===== src/hw/rtl/modbus_tcp_client_framer_macros.svh =====
// ----------------------------------------------------------------------------
// modbus tcp client framer assertion macros
// shared property wrappers for the framer assertions
// ----------------------------------------------------------------------------
`ifndef MODBUS_TCP_CLIENT_FRAMER_MACROS_SVH
`define MODBUS_TCP_CLIENT_FRAMER_MACROS_SVH

// same-cycle implication, disabled while in reset
`define MBTCP_ASSERT_NOW(label, clk, rst_n, ante, cons) \
  label: assert property (@(posedge clk) disable iff (!rst_n) (ante) |-> (cons)) \
    else $error("mbtcp assertion failed");

// next-cycle implication, disabled while in reset
`define MBTCP_ASSERT_NEXT(label, clk, rst_n, ante, cons) \
  label: assert property (@(posedge clk) disable iff (!rst_n) (ante) |=> (cons)) \
    else $error("mbtcp assertion failed");

`endif


===== src/hw/rtl/mbtcp_pkg.sv =====
// ----------------------------------------------------------------------------
// mbtcp package
// types and constants of the modbus tcp client framer
// ----------------------------------------------------------------------------
`default_nettype none

package mbtcp_pkg;

  // largest accepted response frame, mbap header included
  localparam int MAX_FRAME_BYTES = 260;

  localparam logic [7:0] UNIT_ID_RESET = 8'd1;
  localparam logic [7:0] EXC_BIT       = 8'h80;
  localparam logic [7:0] PROTO_ID_BYTE = 8'h00;

  typedef enum logic [1:0] {
    MODE_REQUEST = 2'd0,
    MODE_RX_BYTE = 2'd1,
    MODE_ABORT   = 2'd2
  } mode_t;

  typedef enum logic [1:0] {
    KIND_TX_BYTE = 2'd0,
    KIND_PAYLOAD = 2'd1,
    KIND_STATUS  = 2'd2
  } kind_t;

  typedef enum logic [2:0] {
    ST_OK        = 3'd0,
    ST_ID_MISM   = 3'd1,
    ST_PROTO     = 3'd2,
    ST_UNIT_MISM = 3'd3,
    ST_EXCEPTION = 3'd4,
    ST_OVERSIZE  = 3'd5,
    ST_ABORTED   = 3'd6
  } status_t;

  // one non-header result
  typedef struct packed {
    kind_t       kind;
    logic [15:0] value;
    logic        is_bits;
    status_t     status;
    logic [7:0]  exc;
    logic        last;
  } res_t;

endpackage

`default_nettype wire


===== src/hw/rtl/modbus_tcp_client_framer.sv =====
// path: an input item is taken into the input register, then into the result bundle register that drives the output
// throughput: one response byte per cycle while out_tready stays high and no byte yields two
//   results; a request holds the input while its 8 header bytes go out one per output transfer
// rate is set by the single result bundle register behind the step logic
// reset: rst_n synchronous active low, clears all frame state and the
//   transaction counter, unit_id returns to 1
// ----------------------------------------------------------------------------
// modbus tcp client framer
// builds mbap request headers and checks and unpacks response frames
// ----------------------------------------------------------------------------
`default_nettype none

`include "modbus_tcp_client_framer_macros.svh"

module modbus_tcp_client_framer (
  input  wire logic        clk,
  input  wire logic        rst_n,
  // configuration: unit identifier
  input  wire logic        cfg_we,
  input  wire logic [7:0]  cfg_wdata,
  // input channel
  input  wire logic        in_tvalid,
  output logic             in_tready,
  input  wire logic [23:0] in_tdata,   // rx_byte[7:0], function_code[15:8], data_length[23:16]
  input  wire logic [1:0]  in_tuser,   // mode[1:0]
  // result channel
  output logic             out_tvalid,
  input  wire logic        out_tready,
  output logic [39:0]      out_tdata,  // tx_byte[7:0], payload_value[23:8], status[26:24],
                                       // exception_code[34:27], zero[39:35]
  output logic [2:0]       out_tuser,  // kind[1:0], payload_is_bits[2]
  output logic             out_tlast
);

  import mbtcp_pkg::*;

  localparam logic [16:0] MAX_LEN = 17'(MAX_FRAME_BYTES);

  // configuration register
  logic [7:0]  unit_r;

  // input register stage
  logic        in_valid_r;
  mode_t       in_mode_r;
  logic [7:0]  in_rx_r;
  logic [7:0]  in_fc_r;
  logic [7:0]  in_dlen_r;

  // frame state
  logic [15:0] ntid_r, ntid_nxt;
  logic        await_r, await_nxt;
  logic [8:0]  pos_r, pos_nxt;
  logic [7:0]  tid_hi_r, tid_hi_nxt;
  logic [15:0] flen_r, flen_nxt;
  logic [7:0]  rfunc_r, rfunc_nxt;
  status_t     ferr_r, ferr_nxt;
  logic [7:0]  prem_r, prem_nxt;
  logic [7:0]  hold_r, hold_nxt;

  // result bundle register: either an 8 byte header burst or up to 2 results
  logic [3:0]  cnt_r, cnt_nxt;
  logic        is_hdr_r, is_hdr_nxt;
  logic [63:0] hdr_r, hdr_nxt;
  res_t        res0_r, res0_nxt;
  res_t        res1_r, res1_nxt;

  // step scratch
  logic        emit_pay;
  logic        emit_fin;
  res_t        pay_res;
  res_t        fin_res;
  logic        oversize;
  logic [16:0] end_pos;
  logic [8:0]  req_len;
  logic [15:0] req_tid;

  logic        load;
  logic        in_fire;
  logic        out_fire;

  // handshakes: the input register frees up when the bundle takes its item
  assign out_tvalid = (cnt_r != 4'd0);
  assign out_fire   = out_tvalid && out_tready;
  assign load       = in_valid_r && ((cnt_r == 4'd0) || ((cnt_r == 4'd1) && out_tready));
  assign in_tready  = !in_valid_r || load;
  assign in_fire    = in_tvalid && in_tready;

  // step logic for the item in the input register
  always_comb begin
    ntid_nxt   = ntid_r;
    await_nxt  = await_r;
    pos_nxt    = pos_r;
    tid_hi_nxt = tid_hi_r;
    flen_nxt   = flen_r;
    rfunc_nxt  = rfunc_r;
    ferr_nxt   = ferr_r;
    prem_nxt   = prem_r;
    hold_nxt   = hold_r;
    emit_pay   = 1'b0;
    emit_fin   = 1'b0;
    oversize   = 1'b0;
    pay_res    = '0;
    fin_res    = '0;
    req_len    = 9'({1'b0, in_dlen_r} + 9'd2);
    req_tid    = ntid_r;
    is_hdr_nxt = 1'b0;
    hdr_nxt    = {in_fc_r, unit_r, req_len[7:0], {7'd0, req_len[8]},
                  PROTO_ID_BYTE, PROTO_ID_BYTE, req_tid[7:0], req_tid[15:8]};
    end_pos    = 17'd6 + {1'b0, flen_r};

    case (in_mode_r)
      MODE_REQUEST: begin
        // fresh frame, any frame in progress is dropped silently
        is_hdr_nxt = 1'b1;
        ntid_nxt   = ntid_r + 16'd1;
        await_nxt  = 1'b1;
        pos_nxt    = '0;
        tid_hi_nxt = '0;
        flen_nxt   = '0;
        rfunc_nxt  = '0;
        ferr_nxt   = ST_OK;
        prem_nxt   = '0;
        hold_nxt   = '0;
      end
      MODE_ABORT: begin
        if (await_r) begin
          ferr_nxt = ST_ABORTED;
          hold_nxt = '0;
          emit_fin = 1'b1;
        end
      end
      MODE_RX_BYTE: begin
        if (await_r) begin
          case (pos_r)
            9'd0: tid_hi_nxt = in_rx_r;
            9'd1: begin
              if ({tid_hi_r, in_rx_r} != (ntid_r - 16'd1) && ferr_r == ST_OK) begin
                ferr_nxt = ST_ID_MISM;
              end
            end
            9'd2, 9'd3: begin
              if (in_rx_r != PROTO_ID_BYTE && ferr_r == ST_OK) begin
                ferr_nxt = ST_PROTO;
              end
            end
            9'd4: flen_nxt = {in_rx_r, 8'd0};
            9'd5: begin
              flen_nxt = {flen_r[15:8], in_rx_r};
              // oversize ends the frame at once and overrides earlier errors
              if ((17'd6 + {1'b0, flen_r[15:8], in_rx_r}) > MAX_LEN) begin
                oversize = 1'b1;
                ferr_nxt = ST_OVERSIZE;
                hold_nxt = '0;
              end
            end
            9'd6: begin
              if (in_rx_r != unit_r && ferr_r == ST_OK) begin
                ferr_nxt = ST_UNIT_MISM;
              end
            end
            9'd7: begin
              rfunc_nxt = in_rx_r;
              if ((in_rx_r & EXC_BIT) != 8'd0 && ferr_r == ST_OK) begin
                ferr_nxt = ST_EXCEPTION;
              end
            end
            9'd8: begin
              // byte count, or the exception code
              if ((rfunc_r & EXC_BIT) != 8'd0) begin
                if (ferr_r == ST_EXCEPTION) begin
                  hold_nxt = in_rx_r;
                end
              end else if (rfunc_r inside {[8'd1:8'd4]}) begin
                prem_nxt = in_rx_r;
              end
            end
            default: begin
              if (prem_r != 8'd0) begin
                prem_nxt = prem_r - 8'd1;
                if (rfunc_r == 8'd1 || rfunc_r == 8'd2) begin
                  // coil or discrete input bits, one byte at a time
                  if (ferr_r == ST_OK) begin
                    emit_pay        = 1'b1;
                    pay_res.kind    = KIND_PAYLOAD;
                    pay_res.value   = {8'd0, in_rx_r};
                    pay_res.is_bits = 1'b1;
                  end
                end else if (pos_r[0]) begin
                  hold_nxt = in_rx_r;
                end else if (ferr_r == ST_OK) begin
                  // big-endian register word
                  emit_pay      = 1'b1;
                  pay_res.kind  = KIND_PAYLOAD;
                  pay_res.value = {hold_r, in_rx_r};
                end
              end
            end
          endcase

          end_pos = 17'd6 + {1'b0, flen_nxt};
          if (oversize) begin
            emit_fin = 1'b1;
          end else begin
            pos_nxt = pos_r + 9'd1;
            if (pos_r >= 9'd5 && ({8'd0, pos_r} + 17'd1) >= end_pos) begin
              emit_fin = 1'b1;
            end
          end
        end
      end
      default: ;
    endcase

    if (emit_fin) begin
      await_nxt      = 1'b0;
      fin_res.kind   = KIND_STATUS;
      fin_res.status = ferr_nxt;
      fin_res.exc    = (ferr_nxt == ST_EXCEPTION) ? hold_nxt : 8'd0;
      fin_res.last   = 1'b1;
    end

    // pack the results into the bundle, payload first
    if (is_hdr_nxt) begin
      cnt_nxt  = 4'd8;
      res0_nxt = '0;
      res1_nxt = '0;
    end else if (emit_pay) begin
      cnt_nxt  = emit_fin ? 4'd2 : 4'd1;
      res0_nxt = pay_res;
      res1_nxt = fin_res;
    end else begin
      cnt_nxt  = emit_fin ? 4'd1 : 4'd0;
      res0_nxt = fin_res;
      res1_nxt = '0;
    end
  end

  // output view of the bundle head
  always_comb begin
    if (is_hdr_r) begin
      out_tdata = {5'd0, 8'd0, ST_OK, 16'd0, hdr_r[7:0]};
      out_tuser = {1'b0, KIND_TX_BYTE};
      out_tlast = (cnt_r == 4'd1);
    end else begin
      out_tdata = {5'd0, res0_r.exc, res0_r.status, res0_r.value, 8'd0};
      out_tuser = {res0_r.is_bits, res0_r.kind};
      out_tlast = res0_r.last;
    end
  end

  // control registers
  always_ff @(posedge clk) begin
    if (!rst_n) begin
      unit_r     <= UNIT_ID_RESET;
      in_valid_r <= 1'b0;
      ntid_r     <= '0;
      await_r    <= 1'b0;
      pos_r      <= '0;
      tid_hi_r   <= '0;
      flen_r     <= '0;
      rfunc_r    <= '0;
      ferr_r     <= ST_OK;
      prem_r     <= '0;
      hold_r     <= '0;
      cnt_r      <= '0;
      is_hdr_r   <= 1'b0;
    end else begin
      if (cfg_we) begin
        unit_r <= cfg_wdata;
      end
      in_valid_r <= in_fire || (in_valid_r && !load);
      if (load) begin
        ntid_r   <= ntid_nxt;
        await_r  <= await_nxt;
        pos_r    <= pos_nxt;
        tid_hi_r <= tid_hi_nxt;
        flen_r   <= flen_nxt;
        rfunc_r  <= rfunc_nxt;
        ferr_r   <= ferr_nxt;
        prem_r   <= prem_nxt;
        hold_r   <= hold_nxt;
        cnt_r    <= cnt_nxt;
        is_hdr_r <= is_hdr_nxt;
      end else if (out_fire) begin
        cnt_r <= cnt_r - 4'd1;
      end
    end
  end

  // payload registers
  always_ff @(posedge clk) begin
    if (in_fire) begin
      in_mode_r <= mode_t'(in_tuser[1:0]);
      in_rx_r   <= in_tdata[7:0];
      in_fc_r   <= in_tdata[15:8];
      in_dlen_r <= in_tdata[23:16];
    end
    if (load) begin
      hdr_r  <= hdr_nxt;
      res0_r <= res0_nxt;
      res1_r <= res1_nxt;
    end else if (out_fire) begin
      hdr_r  <= {8'd0, hdr_r[63:8]};
      res0_r <= res1_r;
    end
  end

  // bundle never holds more than a header burst
  `MBTCP_ASSERT_NOW(a_cnt_range, clk, rst_n, 1'b1, cnt_r <= 4'd8)
  // non-header bundles carry at most a payload and a status
  `MBTCP_ASSERT_NOW(a_res_cnt, clk, rst_n, !is_hdr_r, cnt_r <= 4'd2)
  // a request always starts a full header burst
  `MBTCP_ASSERT_NEXT(a_req_burst, clk, rst_n, load && in_mode_r == MODE_REQUEST,
                     is_hdr_r && cnt_r == 4'd8 && await_r)
  // status items always close a run
  `MBTCP_ASSERT_NOW(a_status_last, clk, rst_n, out_tvalid && out_tuser[1:0] == KIND_STATUS,
                    out_tlast)
  // a status item ends the frame wait
  `MBTCP_ASSERT_NEXT(a_fin_idle, clk, rst_n, load && emit_fin, !await_r)

endmodule

`default_nettype wire

===== config.mk =====
export PLATFORM = sky130hd
export DESIGN_NAME = modbus_tcp_client_framer
export DESIGN_NICKNAME = d
export VERILOG_FILES = /design/src/hw/rtl/mbtcp_pkg.sv /design/src/hw/rtl/modbus_tcp_client_framer.sv
export VERILOG_INCLUDE_DIRS = /design/src /design/src/hw/rtl
export SDC_FILE = /design/constraint.sdc
export NUM_CORES = 1
export LEC_CHECK = 0
export BUFFER_PORTS_ARGS = -buffer_cell sky130_fd_sc_hd__buf_2
export CAP_MARGIN = 15
export CORE_MARGIN = 8
export CORE_UTILIZATION = 45
export CTS_BUF_LIST = sky130_fd_sc_hd__clkbuf_2 sky130_fd_sc_hd__clkbuf_4 sky130_fd_sc_hd__clkbuf_8
export DETAILED_ROUTE_END_ITERATION = 7
export GPL_ROUTABILITY_DRIVEN = 0
export PLACE_DENSITY = 0.6
export SKIP_CTS_REPAIR_TIMING = 1
export SYNTH_ARGS = -nofsm -noshare
export SYNTH_HDL_FRONTEND = slang
export SYNTH_SLANG_ARGS = --single-unit
export TNS_END_PERCENT = 5

===== constraint.sdc =====
create_clock -name clk -period 9.9 [get_ports clk]
set_clock_uncertainty 0.1 [all_clocks]
set_input_delay 1.485 -clock clk [delete_from_list [all_inputs] [get_ports clk]]
set_output_delay 1.485 -clock clk [all_outputs]
set_load 0.05 [all_outputs]

Word-level counts from Yosys, hierarchy flattened
Cells that the tools add are included.
{"block": "word_totals", "regBits": 243, "inputBits": 39, "out_inout_bits": 46, "elab_cells": 195}
{"block": "classes", "addsub": 9, "n_lt_le_gt_ge": 5, "eq_ne": 25, "mux": 85, "n_bitwise": 1, "n_reduce_logical": 39}
{"op": "$mux 8", "count": 17}
{"op": "$mux 64", "count": 2}
{"op": "$mux 31", "count": 4}
{"op": "$mux 19", "count": 4}
{"op": "$pmux 16 s2", "count": 2}
{"op": "$pmux 8 s2", "count": 4}
{"op": "$mux 16", "count": 3}
{"op": "$pmux 8 s3", "count": 2}
{"op": "$eq 9x3->1 const B", "count": 4}
{"op": "$mux 18", "count": 2}
{"op": "$mux 35", "count": 1}
{"op": "$add 3x16->17 const A", "count": 2}
{"op": "$mux 17", "count": 2}
{"op": "$mux 3", "count": 8}
{"op": "$mux 1", "count": 21}
{"op": "$eq 9x2->1 const B", "count": 2}
{"op": "$mux 9", "count": 2}
{"op": "$pmux 9 s2", "count": 1}
{"op": "$ge 10x17->1", "count": 1}
{"op": "$gt 17x9->1 const B", "count": 1}
{"op": "$add 16x1->16 const B", "count": 1}
{"op": "$ne 16x16->1", "count": 1}
{"op": "$reduce_bool 8->1", "count": 2}
{"op": "$sub 16x1->16 const B", "count": 1}
{"op": "other kinds (45)", "count": 74}

Longest topological paths before layout
Gate-level depths: netlist (run 1).
{"block": "depth", "ltp_word": 15, "depth_mapped": 23, "mapped_depth_nobuf": 21}

Worst setup path after synthesis (run 1)
OpenSTA, ideal clock, no wires.
{"block": "synth_timing", "path_kind": "register to register", "startpoint": "reg cnt_r[0]", "endpoint": "reg cnt_r[0]", "setup_ns": 0.128, "arrival_time_ns": 5.120, "t_required_ns": 9.672, "setup_slack_ns": 4.552, "path_stages_with_launch": 8, "n_path_buf": 0, "period_less_slack_ns": 5.348, "cell_sequence": "dfxtp_1 > inv_1 > ha_1 > nand2_1 > o21ai_1 > o32ai_1 > a31oi_1 > nor2_1"}
{"block": "synth_via", "word_cells_on_any_way": 11, "classes_between": "add/sub: 1; eq/ne: 1; mux: 2; reduce/logical: 7"}
{"element": "start: declaration", "line_no": "modbus_tcp_client_framer.sv:61", "source": "logic [3:0] cnt_r, cnt_nxt;"}
{"element": "start signal: assignment", "line_no": "modbus_tcp_client_framer.sv:282", "source": "cnt_r <= cnt_nxt;"}
{"element": "start signal: assignment", "line_no": "modbus_tcp_client_framer.sv:285", "source": "cnt_r <= cnt_r - 4'd1;"}
{"element": "$reduce_bool 4->1", "line_no": "modbus_tcp_client_framer.sv:82", "source": "assign out_tvalid = (cnt_r != 4'd0);"}
{"element": "net out_tvalid", "line_no": "modbus_tcp_client_framer.sv:27", "source": "output logic out_tvalid,"}
{"element": "$logic_and 1x1->1", "line_no": "modbus_tcp_client_framer.sv:83", "source": "assign out_fire = out_tvalid && out_tready;"}
{"element": "$reduce_bool 2->1 (no line)"}
The timed path passes the listed nets, and every way through them passes these cells. The select of a mux whose other input is x is not followed.
A chain may end at the register's enable or synchronous reset.

Final worst setup path (run 1)
{"block": "layout_timing", "startpoint": "reg pos_r[2]", "endpoint": "reg cnt_r[0]"}
{"block": "layout_via", "elab_chain_cells": 15, "word_cells_on_any_way": 33, "classes_between": "add/sub: 2; order compare: 2; eq/ne: 8; mux: 18; reduce/logical: 3"}
{"element": "start: declaration", "line_no": "modbus_tcp_client_framer.sv:52", "source": "logic [8:0] pos_r, pos_nxt;"}
{"element": "start signal: assignment", "line_no": "modbus_tcp_client_framer.sv:275", "source": "pos_r <= pos_nxt;"}
{"element": "$eq 9x3->1", "line_no": "modbus_tcp_client_framer.sv:134", "source": "case (pos_r)"}
{"element": "$pmux 16 s2", "line_no": "modbus_tcp_client_framer.sv:134"}
{"element": "$mux 16", "line_no": "modbus_tcp_client_framer.sv:133", "source": "if (await_r) begin"}
{"element": "$mux 16", "line_no": "modbus_tcp_client_framer.sv:111", "source": "case (in_mode_r)"}
{"element": "$add 3x16->17", "line_no": "modbus_tcp_client_framer.sv:200", "source": "end_pos = 17'd6 + {1'b0, flen_nxt};"}
{"element": "$ge 10x17->1", "line_no": "modbus_tcp_client_framer.sv:205", "source": "if (pos_r >= 9'd5 && ({8'd0, pos_r} + 17'd1) >= end_pos) begin"}
{"element": "$logic_and 1x1->1", "line_no": "modbus_tcp_client_framer.sv:205"}
{"element": "$mux 1", "line_no": "modbus_tcp_client_framer.sv:205"}
{"element": "$mux 1 (*)", "line_no": "modbus_tcp_client_framer.sv:201", "source": "if (oversize) begin"}
{"element": "$mux 1 (*)", "line_no": "modbus_tcp_client_framer.sv:133"}
{"element": "$pmux 1 s2 (*)", "line_no": "modbus_tcp_client_framer.sv:111"}
{"element": "net emit_fin", "line_no": "modbus_tcp_client_framer.sv:69", "source": "logic emit_fin;"}
{"element": "$mux 1 / $mux 2 (equally long branches)", "line_no": "modbus_tcp_client_framer.sv:232, modbus_tcp_client_framer.sv:228"}
{"element": "$mux 2 (*)", "line_no": "modbus_tcp_client_framer.sv:227", "source": "end else if (emit_pay) begin"}
{"element": "$mux 4 (*)", "line_no": "modbus_tcp_client_framer.sv:223", "source": "if (is_hdr_nxt) begin"}
{"element": "$mux 4 (*)", "line_no": "modbus_tcp_client_framer.sv:272", "source": "if (load) begin"}
Mark *: on every way through the listed nets, which the timed path passes. The rest lies on a longest branch. The select of a mux whose other input is x is not followed.

==> results of run 1 <==
-- routing by layer --
metal | up-vias | track usage, % | part of all wire (%)
met2 | 284 | 27.8 | 44
met4 | 0 | 7.01 | 3.0
met3 | 66 | 3.16 | 5.5
met5 | - | 0 | 0
met1 | 4438 | 25.6 | 48
li1 | 4731 | - | -
-- worst register-to-register path: stages, from the launching register on --
cell and delay [ns]:
dfxtp_1 0.61, nor4b_4 0.53, and3_1 0.36, a22oi_1 0.14, ha_1 0.29, a221oi_1 0.60
nand3_1 0.17, xor2_1 0.18, ha_1 0.31, nand3_1 0.09, o22ai_1 0.17, a211oi_1 0.06
nor4_1 0.28, o2111a_1 0.34, nor2_1 0.13, nor2_1 0.17, ha_1 0.25, o32ai_1 0.27
a31oi_1 0.06, nor2_1 0.10
-- Yosys cell counts, types with 3 or more instances --
cell type	n
inv_1	22
nand3_1	90
ha_1	28
nor2_1	95
nor3_1	29
and3_1	25
o21ai_0	69
nand2b_1	7
xor2_1	32
a21o_1	9
and2_1	29
nand4b_1	3
nor4_1	13
nand3b_1	3
nand4_1	16
nand2_1	208
buf_1	12
a22oi_1	18
nor2b_1	39
or4_1	3
buf_2	5
xnor2_1	38
mux2i_1	20
buf_4	5
edfxtp_1	109
or2_2	4
a22o_1	8
a21oi_1	96
o2111ai_1	3
dfxtp_1	114
o31ai_1	11
o32ai_1	3
clkbuf_1	71
o211ai_1	4
a211oi_1	11
o41ai_1	3
-- where the power goes --
group,switching (µW),leakage (µW),internal (µW)
Combinational,655,0.00262,229
Clock,363,0.000404,458
Sequential,92.4,0.00199,1250
-- kinds of logic after synthesis --
kind of cell,synth area share (%)
fa+ha+maj,3.01
compound gates,14.4
flops,47.7
simple gates,23.8
other cells,0.0322
xor+xnor,5.26
buf+inv,4.08
mux,1.72
-- registers in the layout, indices dropped and copies added, names as in the netlist --
| signal | cells |
|---|---|
| in_dlen_r | 8 |
| in_valid_r | 1 |
| await_r | 1 |
| in_mode_r | 2 |
| unit_r | 8 |
| tid_hi_r | 8 |
| hold_r | 8 |
| pos_r | 9 |
| flen_r | 16 |
| in_fc_r | 8 |
| in_rx_r | 8 |
| rfunc_r | 8 |
| ferr_r | 3 |
| prem_r | 8 |
| is_hdr_r | 1 |
| res1_r | 12 |
| ntid_r | 16 |
| cnt_r | 4 |
| hdr_r | 64 |
| res0_r | 30 |
-- metrics by stage --
step | hold WS [ns] | std cells | instance area, µm² | total power (µW)
2_1_floorplan | 0.331 | 1319 | 11700 | 2030
3_3_place_gp | 0.338 | 1655 | 12300 | 2240
3_5_place_dp | 0.344 | 1655 | 12300 | 2250
4_1_cts | 0.346 | 1724 | 13000 | 3080
5_1_grt | 0.364 | 1725 | 13100 | 3220
6_report | 0.339 | 1725 | 13100 | 3050
-- worst paths after layout --
kind	end	slack, ns	cells after the start
max	cnt_r[0]	4.60	19
min reg2reg	hdr_r[26]	0.34	2
max reg2reg	cnt_r[0]	4.60	19
min	hdr_r[26]	0.34	2
-- final cells by class --
class                   instances  area [µm²]  share of cell area, %
inverters                      24        90.1                  0.690
clock inverters                 9        46.3                  0.355
multi-input cells             978        5690                   43.6
clock buffers                  60         713                   5.46
repair buffers                 96         543                   4.16
flip-flops and latches        223        5560                   42.5
well taps                     335         419                   3.21
-- cells in the final DEF (no fill, tap or decap), drive strengths merged, types with 18 or more instances in the layout --
cell type and n:
a22oi 18, and3 25, nand2 208, nor2 95, xnor2 38, xor2 32, nand3 90, a21oi 96
nor3 30, and2 29, buf 96, clkbuf 60, edfxtp 109, mux2i 20, o21ai 70, nor2b 39
ha 28, inv 25, dfxtp 114
==> flow_summary.json, run 1 <==
{
  "antenna_cells": 0,
  "route.detailed.drc": 0,
  "grt-ovfl-total": 0,
  "cts-buffers-inserted": 38,
  "die_span_in_x_um": 177,
  "synth.yosys.seq_area_share_pct": 47.7,
  "critical_path.n_buffers_inverters": 0,
  "report.final.hold_viol_count": 0,
  "fp.dieArea_um2": 31300,
  "antenna_found_initial": 0,
  "ys_async_sr_fraction_pct": 0,
  "post-route-min-period_ns": 5.30,
  "yosysTopAreaCellShare_pct": 28.1,
  "kind_of_path_behind_the_tightest_hold_check": "reg2reg",
  "clk_path_buf_depth": 3,
  "placement_rows": 59,
  "critical_path.endpoint_type": "register",
  "synthCells": 1306,
  "worst-endpoint-arrival_ns": 5.66,
  "grt_pass1_vias": 8880,
  "avgViaCountPerCell": 5.52,
  "cp-start-kind": "register",
  "status": "finished clean",
  "setup_viol_count_final": 0,
  "leakage_power_figure_uw": 0.00501,
  "worst_setup_path_class": "reg2reg",
  "post_synth_num_cell_types": 77,
  "area_growth_syn_to_layout_pct": 12.0,
  "tritoncts_num_sinks": 223,
  "cts_max_level": 2,
  "insertion_delay_ns": 0.53,
  "post_synth.cell_area_avg_um2": 8.93,
  "r2r-start": "pos_r[2]",
  "cts_tree": "built",
  "power-per-cell-area_nw_per_um2": 234,
  "first_pass_iters": 5,
  "maxSlewViolCount": 0,
  "number_of_drc_markers_after_the_initial_detailed_route_iteration": 824,
  "cts_root_buf": "clkbuf_8",
  "grt_pass1_wl_mm": 47.0,
  "setup.worst_path.start": "pos_r[2]",
  "start_util_pct": 45.2,
  "grt_setup_unrepaired": "false",
  "io_buffer_count": 79,
  "yosysWarnings": 0,
  "num_io_pins": 85,
  "design.final.nets": 1428,
  "required_time_of_the_worst_setup_path_ns": 10.25,
  "grtUsageTotal_pct": 18.3,
  "cp_slowest_cell": "dfxtp_1",
  "yosysTopAreaCell": "edfxtp_1",
  "fillerInstances": 2432,
  "syn_area_um2": 11700,
  "wl_mm": 29.5,
  "routed-via-count": 9519,
  "fp.dieH_um": 177,
  "number_of_enable_flip_flop_cells_after_synthesis": 109,
  "ranking_of_synthesized_cells_by_area": "edfxtp_1 28%, dfxtp_1 20%, nand2_1 6.7%, a21oi_1 4.1%, nand3_1 3.9%",
  "preCtsSetupSlack_ns": 4.71,
  "final.period_utilization_pct": 53.6,
  "yosys_most_used_dff": "dfxtp_1",
  "final.setup.worst_slack_ns": 4.60,
  "hold_path_startpoint": "hdr_r[34]",
  "drt.antenna.violating_nets": 0,
  "hpwlAfterDp_mm": 19.8,
  "worst_setup_hold_path_clk_slew_ns": 0.06,
  "cp_top_family": "simple AND/OR/NAND/NOR gates",
  "timing.max_slew.rel_slack_pct": 29.9,
  "finish.utilization_pct": 50.7,
  "pin_count_of_the_biggest_net_entering_global_routing": 73,
  "cp_cell_sequence": "nor4b_4 -> and3_1 -> a22oi_1 -> ha_1 -> a221oi_1 -> nand3_1 -> xor2_1 -> ha_1 -> nand3_1 -> o22ai_1 -> a211oi_1 -> nor4_1 -> o2111a_1 -> nor2_1 -> nor2_1 -> ha_1 -> o32ai_1 -> a31oi_1 -> nor2_1",
  "max-vdd-ir-drop_mv": 0.195,
  "critical_path.max_stage_delay_ns": 0.61,
  "synth-seq-cells": 223,
  "crit_path_max_fanout": 14,
  "max_freq_ghz": 0.189,
  "wl_per_cell_um": 17.1,
  "final_layout_size_suffix_gt1_share_pct": 12.8,
  "placeableCoreArea_um2": 25800,
  "totalNegativeSetupSlack_ns": 0,
  "cap_violations": 0,
  "max_slew.worst_pin.slew_ns": 1.05
}
Note: power is estimated with default switching activity, not from simulation.
==> run 2: changes to the inputs <==
--- a/config.mk
+++ b/config.mk
@@ -6,6 +6,7 @@
 export SDC_FILE = /design/constraint.sdc
 export NUM_CORES = 1
 export LEC_CHECK = 0
+export ABC_AREA = 1
 export BUFFER_PORTS_ARGS = -buffer_cell sky130_fd_sc_hd__buf_2
 export CAP_MARGIN = 15
 export CORE_MARGIN = 8
@@ -13,7 +14,7 @@
 export CTS_BUF_LIST = sky130_fd_sc_hd__clkbuf_2 sky130_fd_sc_hd__clkbuf_4 sky130_fd_sc_hd__clkbuf_8
 export DETAILED_ROUTE_END_ITERATION = 7
 export GPL_ROUTABILITY_DRIVEN = 0
-export PLACE_DENSITY = 0.6
+export PLACE_DENSITY = 0.63
 export SKIP_CTS_REPAIR_TIMING = 1
 export SYNTH_ARGS = -nofsm -noshare
 export SYNTH_HDL_FRONTEND = slang
==> constraint.sdc (replaced) <==
create_clock -name clk -period 4.3 [get_ports clk]
set_clock_uncertainty 0.1 [all_clocks]
set_input_delay 0.645 -clock clk [delete_from_list [all_inputs] [get_ports clk]]
set_output_delay 0.645 -clock clk [all_outputs]
set_load 0.05 [all_outputs]
==> run 2 against run 1 <==
Critical path depth grew 12; wire length grew 7.8%; design area grew 7.9%; cell count grew 20%; via count grew 12%; core utilization grew 1.8 points; flip-flop and latch count is the same; critical path type unchanged; largest cell class unchanged.
==> flow_summary.json, run 2 <==
{
  "kind_of_path_behind_the_tightest_hold_check": "in2reg",
  "power_frac_clock_pct": 24.4,
  "largest_registers": "hdr_r x64, res0_r x30",
  "first_pass_iters": 6,
  "finish.utilization_pct": 52.4,
  "yosys_most_used_dff": "dfxtp_1",
  "post_synth_num_cell_types": 49,
  "antenna_found_initial": 0,
  "avgViaCountPerCell": 5.14,
  "number_of_drc_markers_after_the_initial_detailed_route_iteration": 886,
  "hpwlAfterDp_mm": 22.7,
  "post_synth.cell_area_avg_um2": 7.68,
  "die_span_in_x_um": 181,
  "final.setup.worst_slack_ns": 0.303,
  "layout_common_cells": "338 x nand2_1, 203 x inv_1, 194 x nor2_1",
  "post-route-min-period_ns": 4.00,
  "route.detailed.drc": 0,
  "stdcell_area_um2": 14100,
  "area_growth_syn_to_layout_pct": 14.8,
  "grt-ovfl-total": 0,
  "cts_tree": "built",
  "power-per-cell-area_nw_per_um2": 582,
  "maxSlewViolCount": 0,
  "synth_commonest_cells": "342 x nand2_1, 208 x inv_1, 198 x nor2_1",
  "power.internal_uw": 4890,
  "power_switching_share_pct": 40.3,
  "cap_violations": 0,
  "layout_commonest_cell": "nand2_1",
  "start_util_pct": 45.7,
  "final_layout_size_suffix_gt1_share_pct": 15.9,
  "tritoncts_num_sinks": 223,
  "antenna_cells": 0,
  "yosysTopAreaCellShare_pct": 26.7,
  "number_of_flip_flops_under_the_largest_register_name": 64,
  "cp-start-kind": "register",
  "fp.dieArea_um2": 32800,
  "clk_path_buf_depth": 3,
  "pin_count_of_the_biggest_net_entering_global_routing": 82,
  "fp.dieH_um": 181,
  "cts-buffers-inserted": 40,
  "cts_root_buf": "clkbuf_8",
  "io_buffer_count": 79,
  "synthCells": 1600,
  "num_io_pins": 85,
  "ranking_of_synthesized_cells_by_area": "edfxtp_1 27%, dfxtp_1 19%, nand2_1 10%, inv_1 6.4%, nor2_1 6.1%",
  "critical_path.endpoint_type": "register",
  "yosysTopAreaCell": "edfxtp_1",
  "placement_rows": 60,
  "preCtsSetupSlack_ns": 0.0606,
  "final_cell_count_no_fill": 2073,
  "pwr-share-seq_pct": 38.9,
  "fillerInstances": 2598,
  "worst_setup_hold_path_clk_slew_ns": 0.06,
  "wl_mm": 31.8,
  "cpMostUsedCell": "nand2_1",
  "ys_async_sr_fraction_pct": 0,
  "placeableCoreArea_um2": 26900,
  "combPwrFrac_pct": 36.7,
  "wl_per_cell_um": 15.3,
  "insertion_delay_ns": 0.54,
  "net_switching_power_uw": 3300,
  "number_of_enable_flip_flop_cells_after_synthesis": 109,
  "status": "finished clean",
  "synth-seq-cells": 223,
  "required_time_of_the_worst_setup_path_ns": 4.66,
  "yosysWarnings": 0,
  "setup_viol_count_final": 0,
  "register_containing_the_most_flip_flops_in_the_final_layout": "hdr_r",
  "syn_area_um2": 12300,
  "grt_pass1_vias": 9976,
  "place.detailed.instances": 1992,
  "cp_slowest_cell": "dfxtp_4",
  "worst_setup_path_class": "reg2reg",
  "timing.max_slew.rel_slack_pct": 29.1,
  "design.final.nets": 1768,
  "final.period_utilization_pct": 93.0,
  "max_slew.worst_pin.slew_ns": 1.06,
  "crit_path_max_fanout": 5,
  "post_dp_cell_area_um2": 13100,
  "max_freq_ghz": 0.250,
  "drt.antenna.violating_nets": 0,
  "leakage_power_figure_uw": 0.00621,
  "cts_max_level": 2,
  "yosys.cell_count.top_type": "nand2_1",
  "grt_pass1_wl_mm": 51.5,
  "routed-via-count": 10700,
  "synth.yosys.seq_area_share_pct": 45.2,
  "critical_path.max_stage_delay_ns": 0.37,
  "report.final.hold_viol_count": 0,
  "grtUsageTotal_pct": 18.9,
  "max-vdd-ir-drop_mv": 0.367,
  "worst-endpoint-arrival_ns": 4.35
}
## run 2: changes by cell type after synthesis, sizes merged, moves of 29 or more
cell	previous run	this run
inv	23	220
nor2b	39	0
nor2	95	213
o21ai	70	141
and2	29	0
nand2	208	361
## run 2: worst max-delay path, delay by kind of cell (launching register included)
kind	cells	cell delay [ns]
AND/OR/NAND/NOR	21	2.10
adder cells (fa/ha/maj)	3	0.64
buffers and inverters	4	0.38
flip-flops	1	0.37
AO/OA/AOI/OAI	2	0.16
XOR/XNOR	1	0.15
## run 2: metal layers
layer / GRT usage (%) / wire (µm) / vias to the layer above
met1: 25.6 / 14700 / 4882
met5: 0 / 0 / -
met3: 3.43 / 1800 / 73
met4: 5.87 / 767 / 0
met2: 30.3 / 14500 / 279
li1: - / - / 5426
## run 2: path summary, 6_finish.rpt
check             slack, ns         from  depth (start not counted)         end
setup reg to reg       0.30     pos_r[1]                         31    cnt_r[1]
setup / recovery       0.30     pos_r[1]                         31    cnt_r[1]
hold / removal         0.18  in_tdata[0]                          1  in_rx_r[0]
hold reg to reg        0.36    flen_r[2]                          2   flen_r[2]
## run 2: cell families after synthesis
group	Yosys count	synth area share (%)
AOI/OAI and AO/OA	279	12.7
xor gates and xnor gates	37	2.64
adders and majority gates	28	2.85
buffers and inverters	293	9.60
DFF	223	45.2
other	1	0.0305
and+or+nand+nor	739	26.9
## run 2: power by group through the flow
stage / registers, µW / clock network, µW / logic, µW
final: 3180 / 2000 / 3010
after global routing: 3240 / 2150 / 3350
after CTS: 3190 / 2060 / 2960
after detailed placement: 3240 / 0 / 2950
after global placement: 3220 / 0 / 2920
after floorplan: 3170 / 0 / 2240
## run 2: area by class of cell
class | count | area [µm²] | share of cell area (%)
inverter | 225 | 862 | 6.12
tap | 341 | 427 | 3.03
timing repair buffer | 114 | 711 | 5.04
multi-input combinational | 1097 | 5720 | 40.6
clock inverter | 11 | 53.8 | 0.382
sequential | 223 | 5560 | 39.5
clock buffer | 62 | 759 | 5.39
## run 2: stage by stage
stage / hold WS, ns / setup TNS, ns / total power, µW
floorplan: 0.341 / 0 / 5410
global placement: 0.351 / 0 / 6140
detailed placement: 0.358 / 0 / 6180
CTS: 0.151 / 0 / 8210
global route: 0.150 / -0.0277 / 8740
finish: 0.184 / 0 / 8200
